==> config.mk <==
export PLATFORM = sky130hd
export DESIGN_NAME = ghost_detection_filter_unit
export DESIGN_NICKNAME = d
export VERILOG_FILES = /design/src/design/gdf_pkg.sv /design/src/design/gdf_center_store.sv /design/src/design/gdf_dist_pipe.sv /design/src/design/ghost_detection_filter_unit.sv
export SDC_FILE = /design/constraint.sdc
export NUM_CORES = 2
export LEC_CHECK = 0
export CAP_MARGIN = 25
export CORE_ASPECT_RATIO = 0.5
export CORE_MARGIN = 4
export CORE_UTILIZATION = 40
export CTS_CLUSTER_SIZE = 8
export DETAILED_ROUTE_END_ITERATION = 10
export DONT_BUFFER_PORTS = 1
export HOLD_SLACK_MARGIN = 0.15
export REMOVE_ABC_BUFFERS = 1
export SETUP_SLACK_MARGIN = 0.5
export SLEW_MARGIN = 20
export SYNTH_ARGS = -nofsm -noshare
export SYNTH_HDL_FRONTEND = slang
export SYNTH_SLANG_ARGS = --single-unit
==> constraint.sdc <==
create_clock -name clock -period 31.8 [get_ports clock]
set_clock_uncertainty 0.1 [all_clocks]
set_input_delay 9.54 -clock clock [delete_from_list [all_inputs] [get_ports clock]]
set_output_delay 9.54 -clock clock [all_outputs]
set_load 0.01 [all_outputs]
==> src/design/gdf_pkg.sv <==
// Shared types, sizes and register codes for the ghost detection filter.
// No dependencies; every other design file imports this package.
package gdf_pkg;

   localparam int HISTORY_FRAMES = 8;
   localparam int MAX_RECTS      = 16;

   localparam int SLOT_W  = (HISTORY_FRAMES > 1) ? $clog2(HISTORY_FRAMES) : 1;
   localparam int IDX_W   = (MAX_RECTS > 1) ? $clog2(MAX_RECTS) : 1;
   localparam int CNT_W   = $clog2(MAX_RECTS + 1);
   localparam int ADDR_W  = SLOT_W + IDX_W;
   localparam int MATCH_W = $clog2((HISTORY_FRAMES - 1) * MAX_RECTS + 1);

   localparam int COORD_W = 12;
   localparam int CTR_W   = 13;
   localparam int THR_W   = 12;
   localparam int HITS_W  = 8;
   localparam int WIN_W   = 4;
   localparam int TSQ_W   = 2 * THR_W;
   localparam int DSQ_W   = 2 * CTR_W;
   localparam int SUM_W   = DSQ_W + 1;

   localparam int CSR_IDX_W  = 2;
   localparam int CSR_DATA_W = 12;

   localparam logic [CSR_IDX_W-1:0] CSR_DIST_THRESH   = 2'd0;
   localparam logic [CSR_IDX_W-1:0] CSR_MIN_HITS      = 2'd1;
   localparam logic [CSR_IDX_W-1:0] CSR_WINDOW_FRAMES = 2'd2;

   localparam logic [THR_W-1:0]  RST_DIST_THRESH   = 12'd20;
   localparam logic [HITS_W-1:0] RST_MIN_HITS      = 8'd3;
   localparam logic [WIN_W-1:0]  RST_WINDOW_FRAMES = 4'd5;

   localparam logic FUNC_RECT      = 1'b0;
   localparam logic FUNC_FRAME_END = 1'b1;

   typedef struct packed {
      logic               func;
      logic [COORD_W-1:0] rect_x;
      logic [COORD_W-1:0] rect_y;
      logic [COORD_W-1:0] rect_w;
      logic [COORD_W-1:0] rect_h;
   } req_payload_type;

   typedef struct packed {
      logic [COORD_W-1:0] keep_x;
      logic [COORD_W-1:0] keep_y;
      logic [COORD_W-1:0] keep_w;
      logic [COORD_W-1:0] keep_h;
   } rsp_payload_type;

   typedef struct packed {
      logic [CTR_W-1:0] cx;
      logic [CTR_W-1:0] cy;
   } center_type;

   typedef struct packed {
      logic              en;
      logic [ADDR_W-1:0] addr;
      center_type        data;
   } mem_wr_type;

   typedef struct packed {
      logic              en;
      logic [ADDR_W-1:0] addr;
   } mem_rd_type;

   typedef struct packed {
      logic busy;
      logic hit_valid;
      logic hit;
   } dist_status_type;

   // position plus half the size, half truncated
   function automatic logic [CTR_W-1:0] center_of(input logic [COORD_W-1:0] pos,
                                                  input logic [COORD_W-1:0] size);
      center_of = {1'b0, pos} + {2'b00, size[COORD_W-1:1]};
   endfunction

endpackage

==> src/design/gdf_center_store.sv <==
// Centre history memory: one row of MAX_RECTS centres per ring slot.
// One write port, one read port, registered read data. Depends on gdf_pkg.
module gdf_center_store (
   input  logic                 clock,
   input  gdf_pkg::mem_wr_type  wr,
   input  gdf_pkg::mem_rd_type  rd,
   output gdf_pkg::center_type  rd_data
);
   import gdf_pkg::*;

   center_type mem [2**ADDR_W];
   center_type rd_data_ff;

   always_ff @(posedge clock) begin
      if (wr.en) begin
         mem[wr.addr] <= wr.data;
      end
      if (rd.en) begin
         rd_data_ff <= mem[rd.addr];
      end
   end

   assign rd_data = rd_data_ff;

endmodule

==> src/design/gdf_dist_pipe.sv <==
// Distance test pipeline: absolute differences, squares, sum and compare
// against the squared threshold, one stored centre per cycle. Depends on gdf_pkg.
module gdf_dist_pipe (
   input  logic                       clock,
   input  logic                       reset,
   input  logic                       issue,
   input  gdf_pkg::center_type        center,
   input  gdf_pkg::center_type        rd_data,
   input  logic [gdf_pkg::TSQ_W-1:0]  thresh_sq,
   output gdf_pkg::dist_status_type   status
);
   import gdf_pkg::*;

   logic             v0_ff, v1_ff, v2_ff, v3_ff;
   logic [CTR_W-1:0] dx_ff, dy_ff;
   logic [DSQ_W-1:0] sqx_ff, sqy_ff;
   logic             hit_ff;
   logic [SUM_W-1:0] dsum;

   assign dsum = {1'b0, sqx_ff} + {1'b0, sqy_ff};

   always_ff @(posedge clock) begin
      if (reset) begin
         v0_ff <= 1'b0;
         v1_ff <= 1'b0;
         v2_ff <= 1'b0;
         v3_ff <= 1'b0;
      end else begin
         v0_ff <= issue;   // memory data lands in the cycle after the read
         v1_ff <= v0_ff;
         v2_ff <= v1_ff;
         v3_ff <= v2_ff;
      end
   end

   always_ff @(posedge clock) begin
      if (v0_ff) begin
         dx_ff <= (center.cx > rd_data.cx) ? center.cx - rd_data.cx : rd_data.cx - center.cx;
         dy_ff <= (center.cy > rd_data.cy) ? center.cy - rd_data.cy : rd_data.cy - center.cy;
      end
      if (v1_ff) begin
         sqx_ff <= dx_ff * dx_ff;
         sqy_ff <= dy_ff * dy_ff;
      end
      if (v2_ff) begin
         hit_ff <= dsum < SUM_W'(thresh_sq);
      end
   end

   assign status.busy      = v0_ff | v1_ff | v2_ff | v3_ff;
   assign status.hit_valid = v3_ff;
   assign status.hit       = hit_ff;

endmodule

==> src/design/ghost_detection_filter_unit.sv <==
// Ghost detection filter. Rectangles of a frame arrive one per transaction,
// followed by an end-of-frame transaction; a rectangle whose centre lies closer
// than dist_thresh to at least min_hits centres of the previous window_frames-1
// frames is dropped, any other is passed on unchanged. End of frame gives no
// result. Once the window is warm the sequencer reads the centres stored in the
// previous back frames, where back is window_frames-1 (clamped), one stored
// centre per cycle from the single read port of the centre memory, stepping
// back one frame after each row, and then waits for the pipeline to drain.
// During warm-up, or with a window of one, no centres are read. The next
// transaction is taken once the result is in the output register or the
// rectangle is dropped, so a stalled result holds the input off. Depends on
// gdf_pkg, gdf_center_store and gdf_dist_pipe.
module ghost_detection_filter_unit (
   input  logic                               clock,
   input  logic                               reset,
   input  logic                               req_valid,
   output logic                               req_stall,
   input  gdf_pkg::req_payload_type           req_payload,
   output logic                               rsp_valid,
   input  logic                               rsp_stall,
   output gdf_pkg::rsp_payload_type           rsp_payload,
   input  logic                               csr_wr_en,
   input  logic [gdf_pkg::CSR_IDX_W-1:0]      csr_index,
   input  logic [gdf_pkg::CSR_DATA_W-1:0]     csr_wdata
);
   import gdf_pkg::*;

   localparam logic [1:0] ST_IDLE  = 2'd0;
   localparam logic [1:0] ST_SCAN  = 2'd1;
   localparam logic [1:0] ST_DRAIN = 2'd2;
   localparam logic [1:0] ST_DONE  = 2'd3;

   // configuration
   logic [THR_W-1:0]  dist_thresh_ff;
   logic [HITS_W-1:0] min_hits_ff;
   logic [WIN_W-1:0]  window_frames_ff;
   logic [TSQ_W-1:0]  thresh_sq_ff;

   // frame bookkeeping
   logic [CNT_W-1:0]  frame_counts_ff [HISTORY_FRAMES];
   logic [SLOT_W-1:0] write_slot_ff, write_slot_in;
   logic [SLOT_W-1:0] frames_filled_ff, frames_filled_in;
   logic [CNT_W-1:0]  current_count_ff, current_count_in;

   // sequencer
   logic [1:0]        state_ff, state_in;
   logic [SLOT_W-1:0] slot_ff, slot_in;
   logic [SLOT_W-1:0] rem_ff, rem_in;
   logic [CNT_W-1:0]  j_ff, j_in;
   logic [MATCH_W-1:0] hits_ff, hits_in;
   logic              warm_ff, warm_in;
   center_type        center_ff;
   rsp_payload_type   rect_ff;

   // output register
   logic              rsp_valid_ff, rsp_valid_in;
   rsp_payload_type   rsp_payload_ff;

   logic              req_take, frame_end, rect_take, drop, rsp_load;
   logic [SLOT_W-1:0] back;
   logic [SLOT_W-1:0] prev_write_slot;
   logic [CNT_W-1:0]  slot_count;
   center_type        new_center, rd_data;
   mem_wr_type        wr;
   mem_rd_type        rd;
   dist_status_type   dist_st;

   function automatic logic [SLOT_W-1:0] slot_before(input logic [SLOT_W-1:0] s);
      slot_before = (s == '0) ? SLOT_W'(HISTORY_FRAMES - 1) : s - SLOT_W'(1);
   endfunction

   assign req_stall = (state_ff != ST_IDLE);
   assign req_take  = req_valid && !req_stall;
   assign frame_end = req_take && (req_payload.func == FUNC_FRAME_END);
   assign rect_take = req_take && (req_payload.func == FUNC_RECT);

   // earlier frames to compare, window clamped to 1..HISTORY_FRAMES
   always_comb begin
      if (window_frames_ff == '0) begin
         back = '0;
      end else if (32'(window_frames_ff) > HISTORY_FRAMES) begin
         back = SLOT_W'(HISTORY_FRAMES - 1);
      end else begin
         back = SLOT_W'(window_frames_ff - WIN_W'(1));
      end
   end

   assign prev_write_slot = slot_before(write_slot_ff);
   assign slot_count      = frame_counts_ff[slot_ff];
   assign new_center.cx   = center_of(req_payload.rect_x, req_payload.rect_w);
   assign new_center.cy   = center_of(req_payload.rect_y, req_payload.rect_h);

   // every rectangle's centre is stored while the row has room
   assign wr.en   = rect_take && (current_count_ff < CNT_W'(MAX_RECTS));
   assign wr.addr = {write_slot_ff, current_count_ff[IDX_W-1:0]};
   assign wr.data = new_center;

   assign rd.en   = (state_ff == ST_SCAN) && (j_ff < slot_count);
   assign rd.addr = {slot_ff, j_ff[IDX_W-1:0]};

   assign drop     = warm_ff && (32'(hits_ff) >= 32'(min_hits_ff));
   assign rsp_load = (state_ff == ST_DONE) && !drop && (!rsp_valid_ff || !rsp_stall);

   gdf_center_store u_store (
      .clock   (clock),
      .wr      (wr),
      .rd      (rd),
      .rd_data (rd_data)
   );

   gdf_dist_pipe u_dist (
      .clock     (clock),
      .reset     (reset),
      .issue     (rd.en),
      .center    (center_ff),
      .rd_data   (rd_data),
      .thresh_sq (thresh_sq_ff),
      .status    (dist_st)
   );

   always_comb begin
      state_in         = state_ff;
      slot_in          = slot_ff;
      rem_in           = rem_ff;
      j_in             = j_ff;
      hits_in          = hits_ff;
      warm_in          = warm_ff;
      write_slot_in    = write_slot_ff;
      frames_filled_in = frames_filled_ff;
      current_count_in = current_count_ff;
      rsp_valid_in     = rsp_valid_ff && rsp_stall;

      if (dist_st.hit_valid && dist_st.hit) begin
         hits_in = hits_ff + MATCH_W'(1);
      end

      unique case (state_ff)
         ST_IDLE: begin
            if (frame_end) begin
               write_slot_in = (write_slot_ff == SLOT_W'(HISTORY_FRAMES - 1)) ?
                               '0 : write_slot_ff + SLOT_W'(1);
               if (frames_filled_ff < SLOT_W'(HISTORY_FRAMES - 1)) begin
                  frames_filled_in = frames_filled_ff + SLOT_W'(1);
               end
               current_count_in = '0;
            end else if (rect_take) begin
               warm_in = (frames_filled_ff >= back);
               slot_in = prev_write_slot;
               rem_in  = back;
               j_in    = '0;
               hits_in = '0;
               if (wr.en) begin
                  current_count_in = current_count_ff + CNT_W'(1);
               end
               state_in = ((frames_filled_ff >= back) && (back != '0)) ? ST_SCAN : ST_DONE;
            end
         end
         ST_SCAN: begin
            if (j_ff < slot_count) begin
               j_in = j_ff + CNT_W'(1);
            end else begin
               // row finished: step back one frame
               j_in    = '0;
               slot_in = slot_before(slot_ff);
               rem_in  = rem_ff - SLOT_W'(1);
               if (rem_ff == SLOT_W'(1)) begin
                  state_in = ST_DRAIN;
               end
            end
         end
         ST_DRAIN: begin
            if (!dist_st.busy) begin
               state_in = ST_DONE;
            end
         end
         ST_DONE: begin
            if (drop) begin
               state_in = ST_IDLE;
            end else if (rsp_load) begin
               rsp_valid_in = 1'b1;
               state_in     = ST_IDLE;
            end
         end
         default: state_in = ST_IDLE;
      endcase
   end

   always_ff @(posedge clock) begin
      if (reset) begin
         dist_thresh_ff   <= RST_DIST_THRESH;
         min_hits_ff      <= RST_MIN_HITS;
         window_frames_ff <= RST_WINDOW_FRAMES;
      end else if (csr_wr_en) begin
         unique case (csr_index)
            CSR_DIST_THRESH:   dist_thresh_ff   <= csr_wdata[THR_W-1:0];
            CSR_MIN_HITS:      min_hits_ff      <= csr_wdata[HITS_W-1:0];
            CSR_WINDOW_FRAMES: window_frames_ff <= csr_wdata[WIN_W-1:0];
            default: ;
         endcase
      end
   end

   always_ff @(posedge clock) begin
      thresh_sq_ff <= dist_thresh_ff * dist_thresh_ff;
   end

   always_ff @(posedge clock) begin
      if (reset) begin
         for (int i = 0; i < HISTORY_FRAMES; i++) begin
            frame_counts_ff[i] <= '0;
         end
      end else if (frame_end) begin
         frame_counts_ff[write_slot_ff] <= current_count_ff;
      end
   end

   always_ff @(posedge clock) begin
      if (reset) begin
         state_ff         <= ST_IDLE;
         write_slot_ff    <= '0;
         frames_filled_ff <= '0;
         current_count_ff <= '0;
         rsp_valid_ff     <= 1'b0;
         slot_ff          <= '0;
         rem_ff           <= '0;
         j_ff             <= '0;
         hits_ff          <= '0;
         warm_ff          <= 1'b0;
      end else begin
         state_ff         <= state_in;
         write_slot_ff    <= write_slot_in;
         frames_filled_ff <= frames_filled_in;
         current_count_ff <= current_count_in;
         rsp_valid_ff     <= rsp_valid_in;
         slot_ff          <= slot_in;
         rem_ff           <= rem_in;
         j_ff             <= j_in;
         hits_ff          <= hits_in;
         warm_ff          <= warm_in;
      end
   end

   always_ff @(posedge clock) begin
      if (rect_take) begin
         center_ff      <= new_center;
         rect_ff.keep_x <= req_payload.rect_x;
         rect_ff.keep_y <= req_payload.rect_y;
         rect_ff.keep_w <= req_payload.rect_w;
         rect_ff.keep_h <= req_payload.rect_h;
      end
      if (rsp_load) begin
         rsp_payload_ff <= rect_ff;
      end
   end

   assign rsp_valid   = rsp_valid_ff;
   assign rsp_payload = rsp_payload_ff;

   // the current frame's row is never read back while it is being filled
   a_rd_not_current: assert property (@(posedge clock) disable iff (reset)
      rd.en |-> (rd.addr[ADDR_W-1:IDX_W] != write_slot_ff))
      else $error("centre read hits the slot of the current frame");

   // a new result only appears when a rectangle finishes its match count
   a_rsp_from_done: assert property (@(posedge clock) disable iff (reset)
      (rsp_valid && !$past(rsp_valid)) |-> ($past(state_ff) == ST_DONE))
      else $error("result raised outside the finishing state");

   // no distance test may be in flight once the sequencer is back at rest
   a_pipe_idle: assert property (@(posedge clock) disable iff (reset)
      (state_ff == ST_IDLE) |-> !dist_st.busy)
      else $error("distance pipeline busy while idle");

   a_count_bound: assert property (@(posedge clock) disable iff (reset)
      req_take |=> (current_count_ff <= CNT_W'(MAX_RECTS)))
      else $error("centre count of the frame overruns the row");

endmodule
# [Yosys cells after proc, flatten, opt, wreduce, memory -nomap -nowiden]
# Memories as Yosys holds them, arrays and structs flattened. A register that Yosys moved wholly into a read port is not among the register bits.
# Cells that the tools add are included.
[word_totals] ff_bits=286 mem_bits_rw=3368 in_bits=68 elab_cells=168 n_memories=2
[op_classes] add_sub_neg=16 n_mul=3 n_lt_le_gt_ge=9 eq_ne=13 muxes=50 bitwise_logic=5 n_reduce_logical=37
[mem_list] memory="u_store.mem" words=128 word_bits=26 rd=1 rd_clocked_by_memory_dff=1 wr=1 line="gdf_center_store.sv:11" source="center_type mem [2**ADDR_W];"
[mem_list] memory="frame_counts_ff" words=8 word_bits=5 rd=1 rd_clocked_by_memory_dff=1 wr=8 line="ghost_detection_filter_unit.sv:40" source="logic [CNT_W-1:0] frame_counts_ff [HISTORY_FRAMES];"
[ops] op="multiplier 13 x 13 -> 26 bit" count=2
[ops] op="subtractor 13 bit" count=4
[ops] op="2-to-1 mux 3 bit" count=14
[ops] op="2-to-1 mux 5 bit" count=7
[ops] op="2-to-1 mux 7 bit" count=4
[ops] op="adder 26 x 26 -> 27 bit" count=1
[ops] op="less-than comparator 27 x 24 -> 1 bit" count=1
[ops] op="adder 12 x 11 -> 13 bit" count=2
[ops] op="greater-than comparator 13 bit" count=2
[ops] op="2-to-1 mux 13 bit" count=2
[ops] op="multiplier 12 x 12 -> 24 bit" count=1
[ops] op="2-to-1 mux 2 bit" count=8
[ops] op="one-hot mux 3 bit (2 select lines)" count=2
[ops] op="AND reduction 3 bit" count=4
[ops] op="subtractor 3 x 1 -> 3 bit, second input constant" count=4
[ops] op="logical AND 1 bit" count=11
[ops] op="2-to-1 mux 1 bit" count=11
[ops] op="adder 5 x 1 -> 5 bit, second input constant" count=2
[ops] op="one-hot mux 5 bit (2 select lines)" count=1
[ops] op="greater-or-equal comparator 7 x 8 -> 1 bit" count=1
[ops] op="!= test 2 bit, second input constant" count=4
[ops] op="one-hot mux 2 bit (4 select lines)" count=1
[ops] op="AND reduction 2 bit" count=4
[ops] op="nonzero test 2 bit" count=4
[ops] op="24 further kinds" count=36

# [Longest topological paths before layout]
[depth] depth_word=9 mapped_depth=25 depth_no_buf=24

# [Modules after synthesis]
# From an unflattened synthesis, not the netlist that was laid out.
[unflattened] cells_unflattened=7819 hier_area_um2=156586.4
[modules_own_cells] module="gdf_center_store" n_inst=1 cells_each=4902 area_each_um2=127358.4
[modules_own_cells] module="gdf_dist_pipe" n_inst=1 cells_each=1688 area_each_um2=15344.7
[modules_own_cells] module="ghost_detection_filter_unit" n_inst=1 cells_each=1229 area_each_um2=13883.3

# [Least setup slack after synthesis]
# No wires, ideal clock.
[synth_timing] path_type="input -> register" startpoint="in req_payload[13] in the netlist's numbering" endpoint="reg center_ff[25] in the netlist's numbering, data pin" setup_time_ps=1219 arrival_time_ps=16348 path_slack_ps=14133 stages=14 n_path_buf=0 cell_sequence="ha_1 inv_1 fa_1 nor2b_1 o21ai_0 a21boi_0 o21ai_0 nand2b_1 a21oi_1 nor2b_1 o21ai_0 nand2b_1 a211oi_1 nor3b_1"
[synth_lines] item="start, declared" line="ghost_detection_filter_unit.sv:18" source="input gdf_pkg::req_payload_type req_payload,"
[synth_lines] item="end signal, assigned" line="ghost_detection_filter_unit.sv:245" source="center_ff <= new_center;"
[synth_lines] item="end, declared" line="ghost_detection_filter_unit.sv:52" source="center_type center_ff;"

==> reports/qor.txt <==
Port Buffer Count: 0
Worst path top cell family by delay: buffers and inverters
Drt drc: 0
Total chip power: 16.3 mW
Worst slew pin tran: 1.07 ns
Max VDD drop: 0.213 mV
Met3 Resource Use GR: 0.0407
Global placer's final weighted congestion: 0.829
Area of the die: 401000 um^2
CP dominant cell by count: o21ai_0
P_leak: 58.3 nW
First-pass GRT wire length: 559 mm
Final hold violation count: 0
Post-Synthesis Cells: 7836
Total CTS buffers: 535
Netlist cell types: 82
Seq/Total Area, Yosys: 0.702
Crit path buf inv count: 3
Achievable Freq: 0.0765 GHz
CP Capture Type: register
IO Pins: 118
Vias in the first global route: 77100
Die Ht: 450 um
Hold_buf cts: 0
Area Overhead vs Synth: 14.5%
CP cell instances: ha_4 > inv_1 > fa_1 > nor2b_1 > o21ai_0 > a21boi_0 > o21ai_0 > nand2b_1 > a21oi_1 > nor2b_1 > o21ai_0 > nand2b_1 > a21oi_1 > xnor2_2 > buf_4 > buf_4
Worst-path clk slew: 0.05 ns
Post-Place Setup Slack: 17.98 ns
Worst Min Path Start: rect_ff[1]
Initial antenna violation count: 35
Critical Path Stages: 16
Clk buf depth: 4
CTS tree: done
Async SR Flop Fraction: 0
Htree depth: 6
Global Route Usage Sum: 0.191
Reg2Reg Depth: 21
Clk sink count: 3680
Layout cell share with drive strength beyond 1: 0.253
Met2 usage in global routing: 0.291
Worst EP arrival: 13.48 ns
Most Used Layer, Global Route: met2
Largest net degree at the start of global routing: 130
Worst-skew pair later-pin latency: 0.93 ns
Yosys warnings: 0
Status: finished, final reports clean
Wirelength per Cell: 28.6 um
Post-cts sizing count: 0
Grt total ovfl: 0
Rel. slew slack: 0.285
Max-slew violations: 0
Worst min-delay path category: register to register
Clock root buffer: clkbuf_16
Min Clock Period, post-route: 13.07 ns
# setup viols final: 0
Cell Pwr Density: 91.4 nW/um^2
Worst setup path end: center_ff[10]
Final wirelength: 386 mm
WS Path Type: input pin to register
Nets: 8895
DP Wirelength: 242 mm
Rows: 161
Via density per instance: 5.62
CP max FO: 81
Worst path slowest cell: buf_4
Setup WS post-layout: 18.73 ns
Post-CTS setup buffer count: 0
Terminus of the critical flop-to-flop path: u_dist.sqx_ff[25]
Antenna Nets Post-Route: 0
Max-cap violation count: 0
Die Wd: 892 um
WP data required: 32.21 ns
Flops & latches, synth: 3680
Reg2Reg Launch Point: u_dist.dx_ff[8]
Ys flop type: edfxtp_1
DRT Pass-1 Iters: 5
Delay of the slowest critical-path stage: 0.80 ns
Core Box Area: 387000 um^2
Mean Syn Cell Area: 19.9 um^2
Mapped Area: 156000 um^2
Met1 usage: 0.284
Unrepaired setup endpoints after global routing: no
Worst Setup SP: req_payload[1]
Total number of vias: 75900
DR iter-0 viols: 8745
Final worst-path cycle share: 0.411
Worst setup SP type: input pin
Reg2reg setup slack: 24.77 ns
Starting Density: 0.404
Count of flip-flops with a built-in enable after synthesis: 3593
-- kinds of logic after synthesis --
logic type | Yosys count | synth area share
buffers and inverters | 980 | 0.0237
DFF | 3680 | 0.702
adders and majority gates | 620 | 0.0628
AOI/OAI and AO/OA | 373 | 0.0153
other | 1 | 0.0000240
muxes | 1161 | 0.162
and+or+nand+nor | 878 | 0.0263
xor gates and xnor gates | 143 | 0.00801
-- worst min path at each step --
stage                 endpoint  slack [ns]  depth (start not counted)
2_1_floorplan   rsp_payload[0]        0.30                          0
3_3_place_gp   rsp_payload[12]        0.30                          0
3_5_place_dp    rsp_payload[0]        0.31                          0
4_1_cts         rsp_payload[1]        0.32                          0
5_1_grt        rsp_payload[40]        0.33                          0
6_report        rsp_payload[1]        0.32                          0
-- metrics by stage --
step | utilization | cells | setup TNS [ns] | hold slack [ns] | instance area (um^2)
2_1_floorplan | - | 7502 | -300.44 | 0.300 | 155000
3_3_place_gp | 0.424 | 12900 | 0 | 0.301 | 164000
3_5_place_dp | 0.425 | 12900 | 0 | 0.306 | 164000
4_1_cts | 0.461 | 13500 | 0 | 0.318 | 179000
5_1_grt | 0.462 | 13500 | 0 | 0.325 | 179000
6_report | 0.462 | 13500 | 0 | 0.320 | 179000
-- state kept, by name, summed over array words and instances, names as in the netlist, 23 cells and up, named ones only --
signal / cells
u_store.mem: 3328
rect_ff: 48
rsp_payload: 48
frame_counts_ff: 40
center_ff: 26
u_store.rd_data: 26
u_dist.sqx_ff: 25
u_dist.sqy_ff: 25
thresh_sq_ff: 23
-- cell usage in the layout (no fill, tap or decap), drive strengths merged, types with 15 or more instances in the layout --
| cell | n |
|---|---|
| o21ai | 87 |
| nor2 | 281 |
| xnor2 | 107 |
| inv | 666 |
| and3 | 18 |
| buf | 169 |
| mux2 | 29 |
| nor3 | 40 |
| edfxtp | 3593 |
| fa | 274 |
| a211oi | 19 |
| nand2 | 250 |
| or2 | 17 |
| o21a | 16 |
| clkbuf | 567 |
| and2 | 115 |
| a21oi | 125 |
| ha | 345 |
| xor2 | 36 |
| nor2b | 44 |
| nand4 | 15 |
| nand2b | 30 |
| a21o | 38 |
| mux4 | 1095 |
| clkinv | 23 |
| dfxtp | 87 |
| a31oi | 16 |
| mux2i | 37 |
| nand3 | 35 |
-- power breakdown --
| part | switching (mW) | total, mW | internal (mW) |
|---|---|---|---|
| combinational | 3.16 | 5.38 | 2.21 |
| clock | 1.96 | 4.99 | 3.03 |
| sequential | 0.104 | 5.98 | 5.88 |
-- routing by layer --
layer	wire length [um]	share of wire	vias up
li1	-	-	31600
met1	169000	0.44	40900
met3	31100	0.080	499
met2	178000	0.46	2828
met4	7780	0.020	8
met5	55	0.00014	-
-- cells in the mapped netlist, types with 4 or more instances --
library cell / count / area share
a211oi_1: 18 / 0.00086
o21ai_0: 75 / 0.0024
xor2_1: 36 / 0.0020
buf_2: 20 / 0.00064
o21a_1: 15 / 0.00072
a21oi_1: 125 / 0.0040
nor2b_1: 44 / 0.0018
a41o_1: 5 / 0.00032
nand2b_1: 29 / 0.0012
nand3_1: 35 / 0.0011
nand3b_1: 7 / 0.00034
or2_2: 17 / 0.00068
mux2i_1: 37 / 0.0024
a21o_1: 38 / 0.0018
xnor2_1: 107 / 0.0060
mux4_2: 1095 / 0.16
nor4_1: 8 / 0.00032
dfxtp_1: 87 / 0.011
o21bai_1: 14 / 0.00067
a22oi_1: 5 / 0.00024
or4_1: 4 / 0.00019
inv_1: 643 / 0.015
or3_1: 4 / 0.00016
a31oi_1: 16 / 0.00064
o21ai_1: 9 / 0.00029
and2_1: 115 / 0.0046
buf_1: 81 / 0.0019
a211o_1: 4 / 0.00022
nor3_1: 40 / 0.0013
nand2_1: 250 / 0.0060
nand4_1: 15 / 0.00060
edfxtp_1: 3593 / 0.69
clkbuf_1: 233 / 0.0056
a31o_2: 5 / 0.00028
ha_1: 345 / 0.028
nor2_1: 280 / 0.0067
fa_1: 274 / 0.035
mux2_2: 27 / 0.0019
and3_1: 18 / 0.00072
-- area by class of cell --
class | instances | area, um^2
Antenna cell | 11 | 27.5
Clock buffer | 567 | 13700
Clock inverter | 44 | 556
Fill cell | 31900 | 208000
Inverter | 646 | 2430
Multi-Input combinational cell | 3176 | 44200
Sequential cell | 3680 | 110000
Tap cell | 5216 | 6530
Timing Repair Buffer | 169 | 1860
(Power assumes the default switching activity.)
